$ cat config.mk
export PLATFORM = sky130hd
export DESIGN_NAME = joystick_servo_arm_control_flat
export DESIGN_NICKNAME = d
export VERILOG_FILES = /design/src/jsac_pkg.sv /design/src/jsac_in_if.sv /design/src/jsac_out_if.sv /design/src/jsac_axis_lane.sv /design/src/joystick_servo_arm_control.sv /design/src/flat_wrapper.sv
export SDC_FILE = /design/constraint.sdc
export NUM_CORES = 2
export LEC_CHECK = 0
export BUFFER_PORTS_ARGS = -buffer_cell sky130_fd_sc_hd__buf_2
export CAP_MARGIN = 0
export CORE_UTILIZATION = 35
export CTS_BUF_LIST = sky130_fd_sc_hd__clkbuf_16
export DETAILED_ROUTE_END_ITERATION = 6
export SLEW_MARGIN = 20
export SYNTH_ARGS = -nofsm -noshare
export SYNTH_HDL_FRONTEND = slang
export SYNTH_SLANG_ARGS = --single-unit
export TNS_END_PERCENT = 5
$ cat constraint.sdc
create_clock -name i_clk -period 25.3 [get_ports i_clk]
set_clock_uncertainty 0.1 [all_clocks]
set_input_delay 6.325 -clock i_clk [delete_from_list [all_inputs] [get_ports i_clk]]
set_output_delay 6.325 -clock i_clk [all_outputs]
set_load 0.01 [all_outputs]
$ cat src/jsac_pkg.sv
// Shared types, constants and helper functions for the joystick servo arm control block.
// Depends on nothing; every other file imports it.
package jsac_pkg;

    localparam int SAMPLE_BITS = 12;
    localparam int ANGLE_W     = 8;
    localparam int LEVEL_W     = 13;
    localparam int TIME_W      = 32;
    localparam int DEB_W       = 16;
    localparam int NUM_W       = ANGLE_W + SAMPLE_BITS;
    localparam int STEP_W      = $clog2(ANGLE_W);
    localparam int SUM_W       = 12;
    localparam int SCALE_W     = 25;
    localparam int LPROD_W     = 31;

    localparam logic [SAMPLE_BITS-1:0] FULL_SCALE = '1;
    localparam logic [ANGLE_W-1:0]     ANGLE_CAP  = 8'd180;
    localparam logic [ANGLE_W-1:0]     POS_RESET  = 8'd90;
    localparam logic [LEVEL_W-1:0]     LEVEL_BASE = 13'd2500;
    // 2500/180 = 125/9; 1/9 as 58255 / 2^19, folded with 125
    localparam logic [LPROD_W-1:0]     LEVEL_MUL  = 31'd7281875;
    localparam int                     LEVEL_SHR  = 19;
    // 1/10 as 6554 / 2^16
    localparam logic [SCALE_W-1:0]     TENTH_MUL  = 25'd6554;
    localparam int                     TENTH_SHR  = 16;

    typedef enum logic [2:0] {
        REG_CENTER_X    = 3'd0,
        REG_CENTER_Y    = 3'd1,
        REG_CENTER_BAND = 3'd2,
        REG_ARM_MIN     = 3'd3,
        REG_ARM_MAX     = 3'd4,
        REG_GRIP_OPEN   = 3'd5,
        REG_GRIP_SHUT   = 3'd6,
        REG_DEBOUNCE    = 3'd7
    } t_reg_idx;

    typedef enum logic [2:0] {
        LN_IDLE,
        LN_MUL,
        LN_DIV,
        LN_SMOOTH,
        LN_SCALE
    } t_lane_state;

    typedef enum logic [1:0] {
        TP_IDLE,
        TP_RUN,
        TP_LEVEL
    } t_top_state;

    typedef struct packed {
        logic [SAMPLE_BITS-1:0] joy_x;
        logic [SAMPLE_BITS-1:0] joy_y;
        logic                   button;
        logic [TIME_W-1:0]      now_ms;
    } t_joy_word;

    typedef struct packed {
        logic [ANGLE_W-1:0] shoulder_angle;
        logic [ANGLE_W-1:0] elbow_angle;
        logic [ANGLE_W-1:0] grip_angle;
        logic               grip_is_closed;
        logic [LEVEL_W-1:0] shoulder_level;
        logic [LEVEL_W-1:0] elbow_level;
        logic [LEVEL_W-1:0] grip_level;
    } t_servo_word;

    typedef struct packed {
        logic [ANGLE_W-1:0]     lo;
        logic [ANGLE_W-1:0]     hi;
        logic [ANGLE_W-1:0]     mid;
        logic [SAMPLE_BITS-1:0] center_band;
    } t_lane_cfg;

    typedef struct packed {
        logic               done;
        logic [ANGLE_W-1:0] pos;
    } t_lane_stat;

    function automatic logic [ANGLE_W-1:0] jsac_cap(input logic [ANGLE_W-1:0] a);
        return (a > ANGLE_CAP) ? ANGLE_CAP : a;
    endfunction

    function automatic logic [LEVEL_W-1:0] jsac_level(input logic [ANGLE_W-1:0] a);
        logic [LPROD_W-1:0] prod;
        prod = LPROD_W'(jsac_cap(a)) * LEVEL_MUL;
        return LEVEL_BASE + LEVEL_W'(prod >> LEVEL_SHR);
    endfunction

endpackage

$ cat src/jsac_in_if.sv
// Joystick sample channel: valid/ready handshake carrying one t_joy_word.
// Depends on jsac_pkg.
interface jsac_in_if import jsac_pkg::*; ();
    logic      valid;
    logic      ready;
    t_joy_word data;

    modport source (output valid, output data, input ready);
    modport sink   (input valid, input data, output ready);
endinterface

$ cat src/jsac_out_if.sv
// Servo result channel: valid/ready handshake carrying one t_servo_word.
// Depends on jsac_pkg.
interface jsac_out_if import jsac_pkg::*; ();
    logic        valid;
    logic        ready;
    t_servo_word data;

    modport source (output valid, output data, input ready);
    modport sink   (input valid, input data, output ready);
endinterface

$ cat src/jsac_axis_lane.sv
// One axis lane: dead zone test, piecewise-linear map via shift-subtract divider, smoothing.
// Holds the joint position. Depends on jsac_pkg.
module jsac_axis_lane import jsac_pkg::*; (
    input  logic                   i_clk,
    input  logic                   i_rst_n,
    input  logic                   i_start,
    input  logic [SAMPLE_BITS-1:0] i_sample,
    input  logic [SAMPLE_BITS-1:0] i_center,
    input  t_lane_cfg              i_cfg,
    output t_lane_stat             o_stat
);

    t_lane_state r_state, n_state;

    logic [SAMPLE_BITS-1:0] r_v;
    logic [NUM_W-1:0]       r_rem;
    logic [SAMPLE_BITS-1:0] r_den;
    logic [ANGLE_W-1:0]     r_base;
    logic [ANGLE_W-1:0]     r_quo;
    logic [STEP_W-1:0]      r_step;
    logic [SUM_W-1:0]       r_sum;
    logic [ANGLE_W-1:0]     r_pos;

    logic [SAMPLE_BITS-1:0] w_dist;
    logic                   w_below;
    logic                   w_centered;
    logic [ANGLE_W-1:0]     w_mul_a;
    logic [SAMPLE_BITS-1:0] w_mul_b;
    logic [SAMPLE_BITS-1:0] w_den;
    logic [ANGLE_W-1:0]     w_base;
    logic [NUM_W-1:0]       w_trial;
    logic [ANGLE_W:0]       w_target;
    logic [SCALE_W-1:0]     w_scaled;

    // dead zone and segment choice
    always_comb begin
        w_below    = r_v < i_center;
        w_dist     = w_below ? (i_center - r_v) : (r_v - i_center);
        w_centered = w_dist < i_cfg.center_band;
        w_mul_a    = '0;
        w_mul_b    = '0;
        w_den      = SAMPLE_BITS'(1);
        w_base     = i_cfg.mid;
        if (!w_centered) begin
            if (w_below) begin
                w_mul_a = i_cfg.mid - i_cfg.lo;
                w_mul_b = r_v;
                w_den   = i_center;
                w_base  = i_cfg.lo;
            end else if (i_center != FULL_SCALE) begin
                w_mul_a = i_cfg.hi - i_cfg.mid;
                w_mul_b = r_v - i_center;
                w_den   = FULL_SCALE - i_center;
            end
        end
    end

    assign w_trial  = NUM_W'(r_den) << r_step;
    assign w_target = (ANGLE_W+1)'(r_base) + (ANGLE_W+1)'(r_quo);
    assign w_scaled = SCALE_W'(r_sum) * TENTH_MUL;

    always_comb begin
        n_state = r_state;
        case (r_state)
            LN_IDLE:   if (i_start) n_state = LN_MUL;
            LN_MUL:    n_state = LN_DIV;
            LN_DIV:    if (r_step == '0) n_state = LN_SMOOTH;
            LN_SMOOTH: n_state = LN_SCALE;
            LN_SCALE:  n_state = LN_IDLE;
            default:   n_state = LN_IDLE;
        endcase
    end

    always_comb begin
        o_stat.done = (r_state == LN_SCALE);
        o_stat.pos  = r_pos;
    end

    always_ff @(posedge i_clk) begin
        if (!i_rst_n) begin
            r_state <= LN_IDLE;
            r_pos   <= POS_RESET;
        end else begin
            r_state <= n_state;
            if (r_state == LN_SCALE) begin
                r_pos <= w_scaled[TENTH_SHR +: ANGLE_W];
            end
        end
    end

    always_ff @(posedge i_clk) begin
        case (r_state)
            LN_IDLE: begin
                if (i_start) r_v <= i_sample;
            end
            LN_MUL: begin
                r_rem  <= NUM_W'(w_mul_a) * NUM_W'(w_mul_b);
                r_den  <= w_den;
                r_base <= w_base;
                r_quo  <= '0;
                r_step <= STEP_W'(ANGLE_W - 1);
            end
            LN_DIV: begin
                if (r_rem >= w_trial) begin
                    r_rem         <= r_rem - w_trial;
                    r_quo[r_step] <= 1'b1;
                end
                r_step <= r_step - STEP_W'(1);
            end
            LN_SMOOTH: begin
                r_sum <= SUM_W'(r_pos) * SUM_W'(7) + SUM_W'(w_target) * SUM_W'(3);
            end
            default: begin
            end
        endcase
    end

endmodule

$ cat src/joystick_servo_arm_control.sv
// Joystick servo arm control top: config registers, two axis lanes, gripper toggle, level merge.
// Each accepted word, taken only when no earlier word is in flight, runs through these steps:
// accept, multiply, 8-step divide, smooth and scale in each lane, then the level stage.
// A new word is taken while the previous output word still waits in the output register.
// Synchronous active-low reset restores all config registers, positions 90/90, gripper open.
// Depends on jsac_pkg, jsac_in_if, jsac_out_if and jsac_axis_lane.
module joystick_servo_arm_control import jsac_pkg::*; (
    input  logic                   i_clk,
    input  logic                   i_rst_n,
    jsac_in_if.sink                i_joy,
    jsac_out_if.source             o_servo,
    input  logic                   i_cfg_we,
    input  logic [2:0]             i_cfg_idx,
    input  logic [DEB_W-1:0]       i_cfg_data
);

    t_top_state r_state, n_state;

    logic [SAMPLE_BITS-1:0] r_center_x, r_center_y, r_center_band;
    logic [ANGLE_W-1:0]     r_arm_min, r_arm_max, r_grip_open, r_grip_shut;
    logic [DEB_W-1:0]       r_debounce;

    logic                   r_closed;
    logic [ANGLE_W-1:0]     r_grip;
    logic                   r_prev_btn;
    logic [TIME_W-1:0]      r_last;

    logic                   r_out_valid;
    t_servo_word            r_out;

    logic                   w_acc;
    logic                   w_start;
    logic                   w_out_free;
    logic                   w_load_out;
    logic                   w_press;
    logic [TIME_W-1:0]      w_elapsed;
    logic [ANGLE_W-1:0]     w_lo, w_hi, w_hi_raw;
    logic [ANGLE_W:0]       w_mid_sum;
    t_lane_cfg              w_lane_cfg;
    t_lane_stat             w_x_stat, w_y_stat;
    t_reg_idx               w_idx;

    assign w_idx = t_reg_idx'(i_cfg_idx);

    always_comb begin
        w_lo      = jsac_cap(r_arm_min);
        w_hi_raw  = jsac_cap(r_arm_max);
        w_hi      = (w_hi_raw < w_lo) ? w_lo : w_hi_raw;
        w_mid_sum = (ANGLE_W+1)'(w_lo) + (ANGLE_W+1)'(w_hi);
        w_lane_cfg.lo          = w_lo;
        w_lane_cfg.hi          = w_hi;
        w_lane_cfg.mid         = w_mid_sum[ANGLE_W:1];
        w_lane_cfg.center_band = r_center_band;
    end

    jsac_axis_lane u_lane_x (
        .i_clk    (i_clk),
        .i_rst_n  (i_rst_n),
        .i_start  (w_start),
        .i_sample (i_joy.data.joy_x),
        .i_center (r_center_x),
        .i_cfg    (w_lane_cfg),
        .o_stat   (w_x_stat)
    );

    jsac_axis_lane u_lane_y (
        .i_clk    (i_clk),
        .i_rst_n  (i_rst_n),
        .i_start  (w_start),
        .i_sample (i_joy.data.joy_y),
        .i_center (r_center_y),
        .i_cfg    (w_lane_cfg),
        .o_stat   (w_y_stat)
    );

    assign w_acc      = i_joy.valid && i_joy.ready;
    assign w_out_free = !r_out_valid || o_servo.ready;
    assign w_elapsed  = i_joy.data.now_ms - r_last;
    assign w_press    = i_joy.data.button && !r_prev_btn
                        && (w_elapsed > TIME_W'(r_debounce));

    always_comb begin
        n_state = r_state;
        case (r_state)
            TP_IDLE:  if (w_acc) n_state = TP_RUN;
            TP_RUN:   if (w_x_stat.done) n_state = TP_LEVEL;
            TP_LEVEL: if (w_out_free) n_state = TP_IDLE;
            default:  n_state = TP_IDLE;
        endcase
    end

    always_comb begin
        i_joy.ready = (r_state == TP_IDLE);
        w_start     = w_acc;
        w_load_out  = (r_state == TP_LEVEL) && w_out_free;
    end

    assign o_servo.valid = r_out_valid;
    assign o_servo.data  = r_out;

    always_ff @(posedge i_clk) begin
        if (!i_rst_n) begin
            r_state       <= TP_IDLE;
            r_center_x    <= SAMPLE_BITS'(2048);
            r_center_y    <= SAMPLE_BITS'(2048);
            r_center_band <= SAMPLE_BITS'(200);
            r_arm_min     <= 8'd10;
            r_arm_max     <= 8'd170;
            r_grip_open   <= 8'd0;
            r_grip_shut   <= 8'd90;
            r_debounce    <= 16'd100;
            r_closed      <= 1'b0;
            r_grip        <= '0;
            r_prev_btn    <= 1'b0;
            r_last        <= '0;
            r_out_valid   <= 1'b0;
        end else begin
            r_state <= n_state;
            if (i_cfg_we) begin
                case (w_idx)
                    REG_CENTER_X:    r_center_x    <= i_cfg_data[SAMPLE_BITS-1:0];
                    REG_CENTER_Y:    r_center_y    <= i_cfg_data[SAMPLE_BITS-1:0];
                    REG_CENTER_BAND: r_center_band <= i_cfg_data[SAMPLE_BITS-1:0];
                    REG_ARM_MIN:     r_arm_min     <= i_cfg_data[ANGLE_W-1:0];
                    REG_ARM_MAX:     r_arm_max     <= i_cfg_data[ANGLE_W-1:0];
                    REG_GRIP_OPEN:   r_grip_open   <= i_cfg_data[ANGLE_W-1:0];
                    REG_GRIP_SHUT:   r_grip_shut   <= i_cfg_data[ANGLE_W-1:0];
                    REG_DEBOUNCE:    r_debounce    <= i_cfg_data;
                    default: begin
                    end
                endcase
            end
            if (w_acc) begin
                r_prev_btn <= i_joy.data.button;
                if (w_press) begin
                    r_closed <= !r_closed;
                    r_grip   <= jsac_cap(r_closed ? r_grip_open : r_grip_shut);
                    r_last   <= i_joy.data.now_ms;
                end
            end
            if (w_load_out) begin
                r_out_valid <= 1'b1;
            end else if (o_servo.ready) begin
                r_out_valid <= 1'b0;
            end
        end
    end

    always_ff @(posedge i_clk) begin
        if (w_load_out) begin
            r_out.shoulder_angle <= w_x_stat.pos;
            r_out.elbow_angle    <= w_y_stat.pos;
            r_out.grip_angle     <= r_grip;
            r_out.grip_is_closed <= r_closed;
            r_out.shoulder_level <= jsac_level(w_x_stat.pos);
            r_out.elbow_level    <= jsac_level(w_y_stat.pos);
            r_out.grip_level     <= jsac_level(r_grip);
        end
    end

`ifndef NO_ASSERTIONS
    a_lanes_lockstep: assert property (@(posedge i_clk) disable iff (!i_rst_n)
        w_x_stat.done == w_y_stat.done)
        else $error("axis lanes out of step");

    a_grip_toggle_on_accept: assert property (@(posedge i_clk) disable iff (!i_rst_n)
        $past(i_rst_n) && (r_closed != $past(r_closed)) |-> $past(w_acc))
        else $error("gripper toggled without an accepted word");

    a_grip_in_range: assert property (@(posedge i_clk) disable iff (!i_rst_n)
        r_grip <= ANGLE_CAP)
        else $error("gripper angle above cap");

    a_pos_in_range: assert property (@(posedge i_clk) disable iff (!i_rst_n)
        (w_x_stat.pos <= ANGLE_CAP) && (w_y_stat.pos <= ANGLE_CAP))
        else $error("joint position above cap");

    a_load_after_lanes: assert property (@(posedge i_clk) disable iff (!i_rst_n)
        w_x_stat.done |=> (r_state == TP_LEVEL))
        else $error("merge stage missed lane completion");
`endif

endmodule
$ cat src/flat_wrapper.sv
// flat-port wrapper written by rule: the top's interface ports become plain ports
module joystick_servo_arm_control_flat import jsac_pkg::*;
  (i_clk, i_rst_n, i_cfg_we, i_cfg_idx, i_cfg_data, i_joy_valid, i_joy_data, i_joy_ready, o_servo_valid, o_servo_data, o_servo_ready);
  jsac_in_if i_joy_i ();
  jsac_out_if o_servo_i ();
  input  logic i_clk;
  input  logic i_rst_n;
  input  logic i_cfg_we;
  input  logic [2:0] i_cfg_idx;
  input  logic [DEB_W-1:0] i_cfg_data;
  input wire logic [$bits(i_joy_i.valid)-1:0] i_joy_valid;
  input wire logic [$bits(i_joy_i.data)-1:0] i_joy_data;
  output wire logic [$bits(i_joy_i.ready)-1:0] i_joy_ready;
  output wire logic [$bits(o_servo_i.valid)-1:0] o_servo_valid;
  output wire logic [$bits(o_servo_i.data)-1:0] o_servo_data;
  input wire logic [$bits(o_servo_i.ready)-1:0] o_servo_ready;
  assign i_joy_i.valid = i_joy_valid;
  assign i_joy_i.data = i_joy_data;
  assign i_joy_ready = i_joy_i.ready;
  assign o_servo_valid = o_servo_i.valid;
  assign o_servo_data = o_servo_i.data;
  assign o_servo_i.ready = o_servo_ready;
  joystick_servo_arm_control u_core (.i_clk(i_clk), .i_rst_n(i_rst_n), .i_joy(i_joy_i), .o_servo(o_servo_i), .i_cfg_we(i_cfg_we), .i_cfg_idx(i_cfg_idx), .i_cfg_data(i_cfg_data));
endmodule
# [After elaboration in Yosys (flattened, before gate mapping)]
# Index checks and enable logic that the tools add are counted.
# W data, S select, Z words.
[totals] word_cells=211 regBits=365 in_bits=81 output_inout_bits=66
[op_classes] n_addsub=21 order_cmp=18 eq_ne=28 n_mux=55 reduce_logical=35 n_shift=2 mul=11 bitwise=2
[op_table] operator="$mux W8" count=20
[op_table] operator="$mux W12" count=12
[op_table] operator="$mul A8 B23 Y31 const B" count=3
[op_table] operator="$pmux W20 S2" count=2
[op_table] operator="$gt A8 B8 Y1 const B" count=6
[op_table] operator="$lt A12 B12 Y1" count=4
[op_table] operator="$sub A12 B12 Y12" count=4
[op_table] operator="$mul A12 B12 Y23 const B" count=2
[op_table] operator="$ge A20 B20 Y1" count=2
[op_table] operator="$mul A8 B12 Y20" count=2
[op_table] operator="$mux W20" count=2
[op_table] operator="$shl A12 B3 Y20" count=2
[op_table] operator="$sub A20 B20 Y20" count=2
[op_table] operator="$add A12 B12 Y13 const A" count=3
[op_table] operator="$gt A32 B16 Y1" count=1
[op_table] operator="$pmux W8 S2" count=2
[op_table] operator="$sub A32 B32 Y32" count=1
[op_table] operator="$reduce_and A2 Y1" count=15
[op_table] operator="$add A8 B8 Y9" count=3
[op_table] operator="$add A11 B11 Y12" count=2
[op_table] operator="$ne A12 B12 Y1 const B" count=2
[op_table] operator="$pmux W3 S4" count=2
[op_table] operator="$sub A12 B12 Y12 const A" count=2
[op_table] operator="$mul A8 B3 Y11 const B" count=2
[op_table] operator="other kinds (27)" count=74

# [Longest topological paths before layout]
[logic_depth] depth_word=11 mapped_depth=51

# [Hierarchy]
# A second synthesis with hierarchy kept.
[unflattened] cells_unflattened=5061 hier_area_um2=45628.8
[by_module_without_submodules] module="joystick_servo_arm_control" seq_area_each_um2=4504.3 area_per_inst_um2=18544.0 instances=1 cells_per_inst=2097
[by_module_without_submodules] module="jsac_axis_lane (u_core.u_lane_x)" seq_area_each_um2=2472.4 area_per_inst_um2=13550.5 instances=1 cells_per_inst=1509
[by_module_without_submodules] module="jsac_axis_lane (u_core.u_lane_y)" seq_area_each_um2=2472.4 area_per_inst_um2=13534.2 instances=1 cells_per_inst=1455

# [Worst setup path after synthesis]
# Ideal clock, no wire load.
[synth_timing] path_type="input port to flip-flop" startpoint="input port i_joy_data[0]" endpoint="register u_core.r_closed" setup_ps=128 t_arrival_ps=10039 path_stages=24 path_buffers=1 setup_slack_ps=15033 required_ps=25072 cell_sequence="inv_1 > ha_1 > inv_1 > fa_1 > a211oi_2 > o21ai_1 > a31o_1 > o31a_1 > a21o_1 > a21oi_1 > xnor2_1 > ha_1 > a21oi_1 > o22ai_1 > nor2_1 > o21ai_0 > o22ai_1 > nand4_1 > nor4_1 > o2111ai_1 > o21ai_2 > buf_4 > xor2_1 > nor2_1"
[synth_via] elab_chain_len=4
[synth_rtl] element="from (decl)" line="flat_wrapper.sv:12" text="input wire logic [$bits(i_joy_i.data)-1:0] i_joy_data;"
[synth_rtl] element="$sub A32 B32 Y32" line="joystick_servo_arm_control.sv:78" text="assign w_elapsed = i_joy.data.now_ms - r_last;"
[synth_rtl] element="$gt A32 B16 Y1" line="joystick_servo_arm_control.sv:80" text="&& (w_elapsed > TIME_W'(r_debounce));"
[synth_rtl] element="$logic_and A1 B1 Y1" line="joystick_servo_arm_control.sv:80"
[synth_rtl] element="$reduce_and A2 Y1 (no source line)"
[synth_rtl] element="to (signal assigned)" line="joystick_servo_arm_control.sv:136" text="r_closed <= !r_closed;"
[synth_rtl] element="to (decl)" line="joystick_servo_arm_control.sv:23" text="logic r_closed;"
# No other way between the ends.
# A chain may end at the register's enable or synchronous reset.

# [Worst setup path in the final report]
[layout_timing] startpoint="register u_core.u_lane_y.r_v[0]" endpoint="register u_core.u_lane_y.r_rem[19], data pin"
[layout_via] elab_chain_len=6 elab_cells_between_ends=12 classes_between="add/sub: 2; mul: 1; order compare: 2; mux: 7"
[layout_rtl] element="from (decl)" line="jsac_axis_lane.sv:15" text="logic [SAMPLE_BITS-1:0] r_v;"
[layout_rtl] element="from (signal assigned)" line="jsac_axis_lane.sv:94" text="if (i_start) r_v <= i_sample;"
[layout_rtl] element="$sub A12 B12 Y12 (tied with other cells)" line="jsac_axis_lane.sv:38, jsac_axis_lane.sv:52"
[layout_rtl] element="$mux W12 (on tied branches)" line="jsac_axis_lane.sv:38, jsac_axis_lane.sv:50"
[layout_rtl] element="$lt A12 B12 Y1 / $mux W12 (equally long branches)" line="jsac_axis_lane.sv:39, jsac_axis_lane.sv:45"
[layout_rtl] element="$mux W8 / $mux W12 (equally long branches)" line="jsac_axis_lane.sv:44" text="if (!w_centered) begin"
[layout_rtl] element="$mul A8 B12 Y20 *" line="jsac_axis_lane.sv:97" text="r_rem <= NUM_W'(w_mul_a) * NUM_W'(w_mul_b);"
[layout_rtl] element="$pmux W20 S2 *" line="jsac_axis_lane.sv:92" text="case (r_state)"
[layout_rtl] element="to (signal assigned)" line="jsac_axis_lane.sv:97"
[layout_rtl] element="to (signal assigned)" line="jsac_axis_lane.sv:105" text="r_rem <= r_rem - w_trial;"
[layout_rtl] element="to (decl)" line="jsac_axis_lane.sv:16" text="logic [NUM_W-1:0] r_rem;"
# Mark *: on every way between the ends. The rest lies on a longest branch, timed or not.

==> results.md <==
* Slowest CP cell: a32oi_1
* Number of enable flip-flop cells after synthesis at between 200 and 250
* Final Setup Violations at 0
* Register area share after synthesis at 0.2130
* Nets at a little over 6,000
* CTS Buffer Depth at 3
* First DRT Iteration DRCs at 1,898
* P&R area growth vs syn at 8.953%
* Resized cells post-CTS at 0
* Largest net degree at the start of global routing at 80
* Post-CTS Setup Bufs at 0
* Leak at about 22 nW
* Worst EP required at 25.52 ns
* Initial antenna violation count at 6
* Die Width at around 360 µm
* CP endpoint kind: flip-flop
* Synth top area share at 0.1952
* CORE AREA at ~130,000 µm²
* Grt ovf at 0
* Synth area leaders: ha_1 (20%), fa_1 (17%), edfxtp_1 (14%)
* Power Dens Cells at approximately 83 nW/µm²
* Critical path depth at between 40 and 50
* Status: finished, final reports clean
* Final Slew Violations at 0
* Sum Neg Setup Slack at 0 ns
* Post-DR wirelength/cell at approximately 16 µm
* Mapped Cells at a little under 5,000
* CTS tree: built
* Die height at around 360 µm
* Area leader, netlist: ha_1
* Final ANT Viol Nets at 0
* WHS at 0.3487 ns
* TritonCTS Sinks at 365
* Vias in the first global route at around 34,000
* Path type of the worst setup path: reg -> reg
* Path depth of the worst reg2reg path at 44
* Core Rows at 130
* Max-cap viol count at 0
* Drt pass-1 iters at 6
* Unrepaired setup endpoints after global routing: no
* DP HPWL at 87,070 µm
* Hold Crit Class: reg -> reg
* Port Buf Inserts at approximately 150
* Clock Root Buffer: clkbuf_16
* Vias/cell at 5.048
* Crit path buf inv count at 4
* Crit start category: flip-flop
* Initial Utilization at 0.3528
* Layout cell share with drive strength beyond 1 at 0.06684
* Worst path max stage delay at around 0.90 ns
* Cell Area, Synth at 44,360 µm²
* Mean area per synthesized cell at around 9.1 µm²
* Hold Path Depth at 2
* Worst-Margin Slew at 1.118 ns
* WL final at 107,300 µm
* Ys flop type: edfxtp_1
* Final Hold Fails at 0
* Max Clk Rate at 84.03 MHz
* Routability Congestion at approximately 0.89
* Total Die Area at 128,200 µm²
* Yosys warns at 0
* Critical path's top delay family: compound AO/OA/AOI/OAI gates
* Synth Register Bits at between 300 and 400
* Num CTS Buffers at 48
* # DRC at 0
* Final period utilization at 0.4704
* Crit Path Max Fanout at 26
* Maximum VDD drop at 0.00006628 V
* I/O pin count at approximately 150
* GRT Util Overall at 0.1694
* Worst-path clk slew at approximately 0.06 ns
* Cell variety after synth at between 90 and 100
* Most used cell, CP: fa_1
* Clock Latency Late Sink at between 0.6 and 0.7 ns
* Ys async rst share at 0
* Fin crit period at approximately 12 ns
* CP Data Arrival Time at 12.12 ns
* Slew HR at 0.2549
* Vias at about 34,000
* H-tree Lvls at 2
* Number of hold buffers added after cts at 0
* First-pass GRT wire length at between 150,000 and 200,000 µm
## cells in the mapped netlist (all sizes together) (69+ instances only)
library cell and n:
nand2 415, dfxtp 151, xnor2 173, nand3 116, o21ai 211, edfxtp 214, ha 692, nor2 357
xor2 83, nor3 69, a21o 100, inv 701, a21oi 314, nand2b 81, clkbuf 128, fa 387
## cell families (layout without fill, tap and decap cells)
family,after synthesis,in the layout,share of synthesized area
XOR/XNOR,256,256,0.05055
AO/OA/AOI/OAI,949,949,0.1349
adder cells (fa/ha/maj),1080,1080,0.3701
multiplexers,77,77,0.01969
AND/OR/NAND/NOR,1303,1303,0.1366
buffers and inverters,867,964,0.07506
flip-flops,365,365,0.2130
other,1,7,0.00008454
## state kept, by name, indices dropped and copies added, names as in the netlist, 16 cells and up
register / cells
u_core.r_debounce: 16
u_core.r_last: 32
u_core.u_lane_y.r_rem: 20
u_core.o_servo.data: 64
u_core.u_lane_x.r_rem: 20
## path summary, 6_finish.rpt
kind	from	slack [ns]	endpoint
max	u_core.u_lane_y.r_v[0]	13.40	u_core.u_lane_y.r_rem[19]
max reg2reg	u_core.u_lane_y.r_v[0]	13.40	u_core.u_lane_y.r_rem[19]
min	u_core.r_grip_open[2]	0.35	u_core.r_grip_open[2]
min reg2reg	u_core.r_grip_open[2]	0.35	u_core.r_grip_open[2]
## stage by stage
stage / utilization / setup slack (ns) / cell area (µm²) / power, mW / std cells
2_1_floorplan: - / 15.03 / 44360 / 2.830 / 4900
6_report: 0.3844 / 13.40 / 48330 / 4.026 / 6651
4_1_cts: 0.3842 / 13.23 / 48300 / 4.076 / 6647
3_3_place_gp: 0.3716 / 13.50 / 46720 / 3.319 / 6558
3_5_place_dp: 0.3716 / 13.30 / 46720 / 3.355 / 6558
5_1_grt: 0.3844 / 12.41 / 48330 / 4.466 / 6651
## layout make-up
class	count	area, µm²
timing repair buffer	172	928.4
antenna	4	10.01
sequential	365	9449
clock inverter	40	356.6
tap	1650	2064
clock buffer	49	1226
inverter	703	2643
multi-input combinational	3668	31650
fill	12723	77410
## cells in the final DEF, fill, tap and decap left out, types with 68 or more instances in the layout
cell type,count
a21o_1,100
a21oi_1,313
buf_2,145
dfxtp_1,151
edfxtp_1,214
fa_1,387
ha_1,692
inv_1,708
nand2_1,415
nand2b_1,81
nand3_1,116
nor2_1,355
nor3_1,68
o21ai_0,193
xnor2_1,173
xor2_1,83
## power breakdown
group          switching [mW]  internal [mW]  total (mW)
combinational            1.44           1.10        2.54
clock                   0.301          0.388       0.689
sequential             0.0300          0.769       0.799
total                    1.77           2.25        4.03
## per-layer routing
metal | track usage | wire [µm]
met1 | 0.2306 | 50540
met2 | 0.2843 | 50400
met3 | 0.01969 | 4124
met4 | 0.04323 | 2231
met5 | 0 | 13
## worst reg2reg max path, delay by kind of cell (launching register included)
family | cells | cell delay, ns
adder cells (fa/ha/maj) | 8 | 3.20
XOR/XNOR | 1 | 0.16
buffers and inverters | 4 | 0.48
flip-flops | 1 | 0.39
AND/OR/NAND/NOR | 6 | 0.91
AO/OA/AOI/OAI | 25 | 6.34
Power figures use the tool's default switching activity.
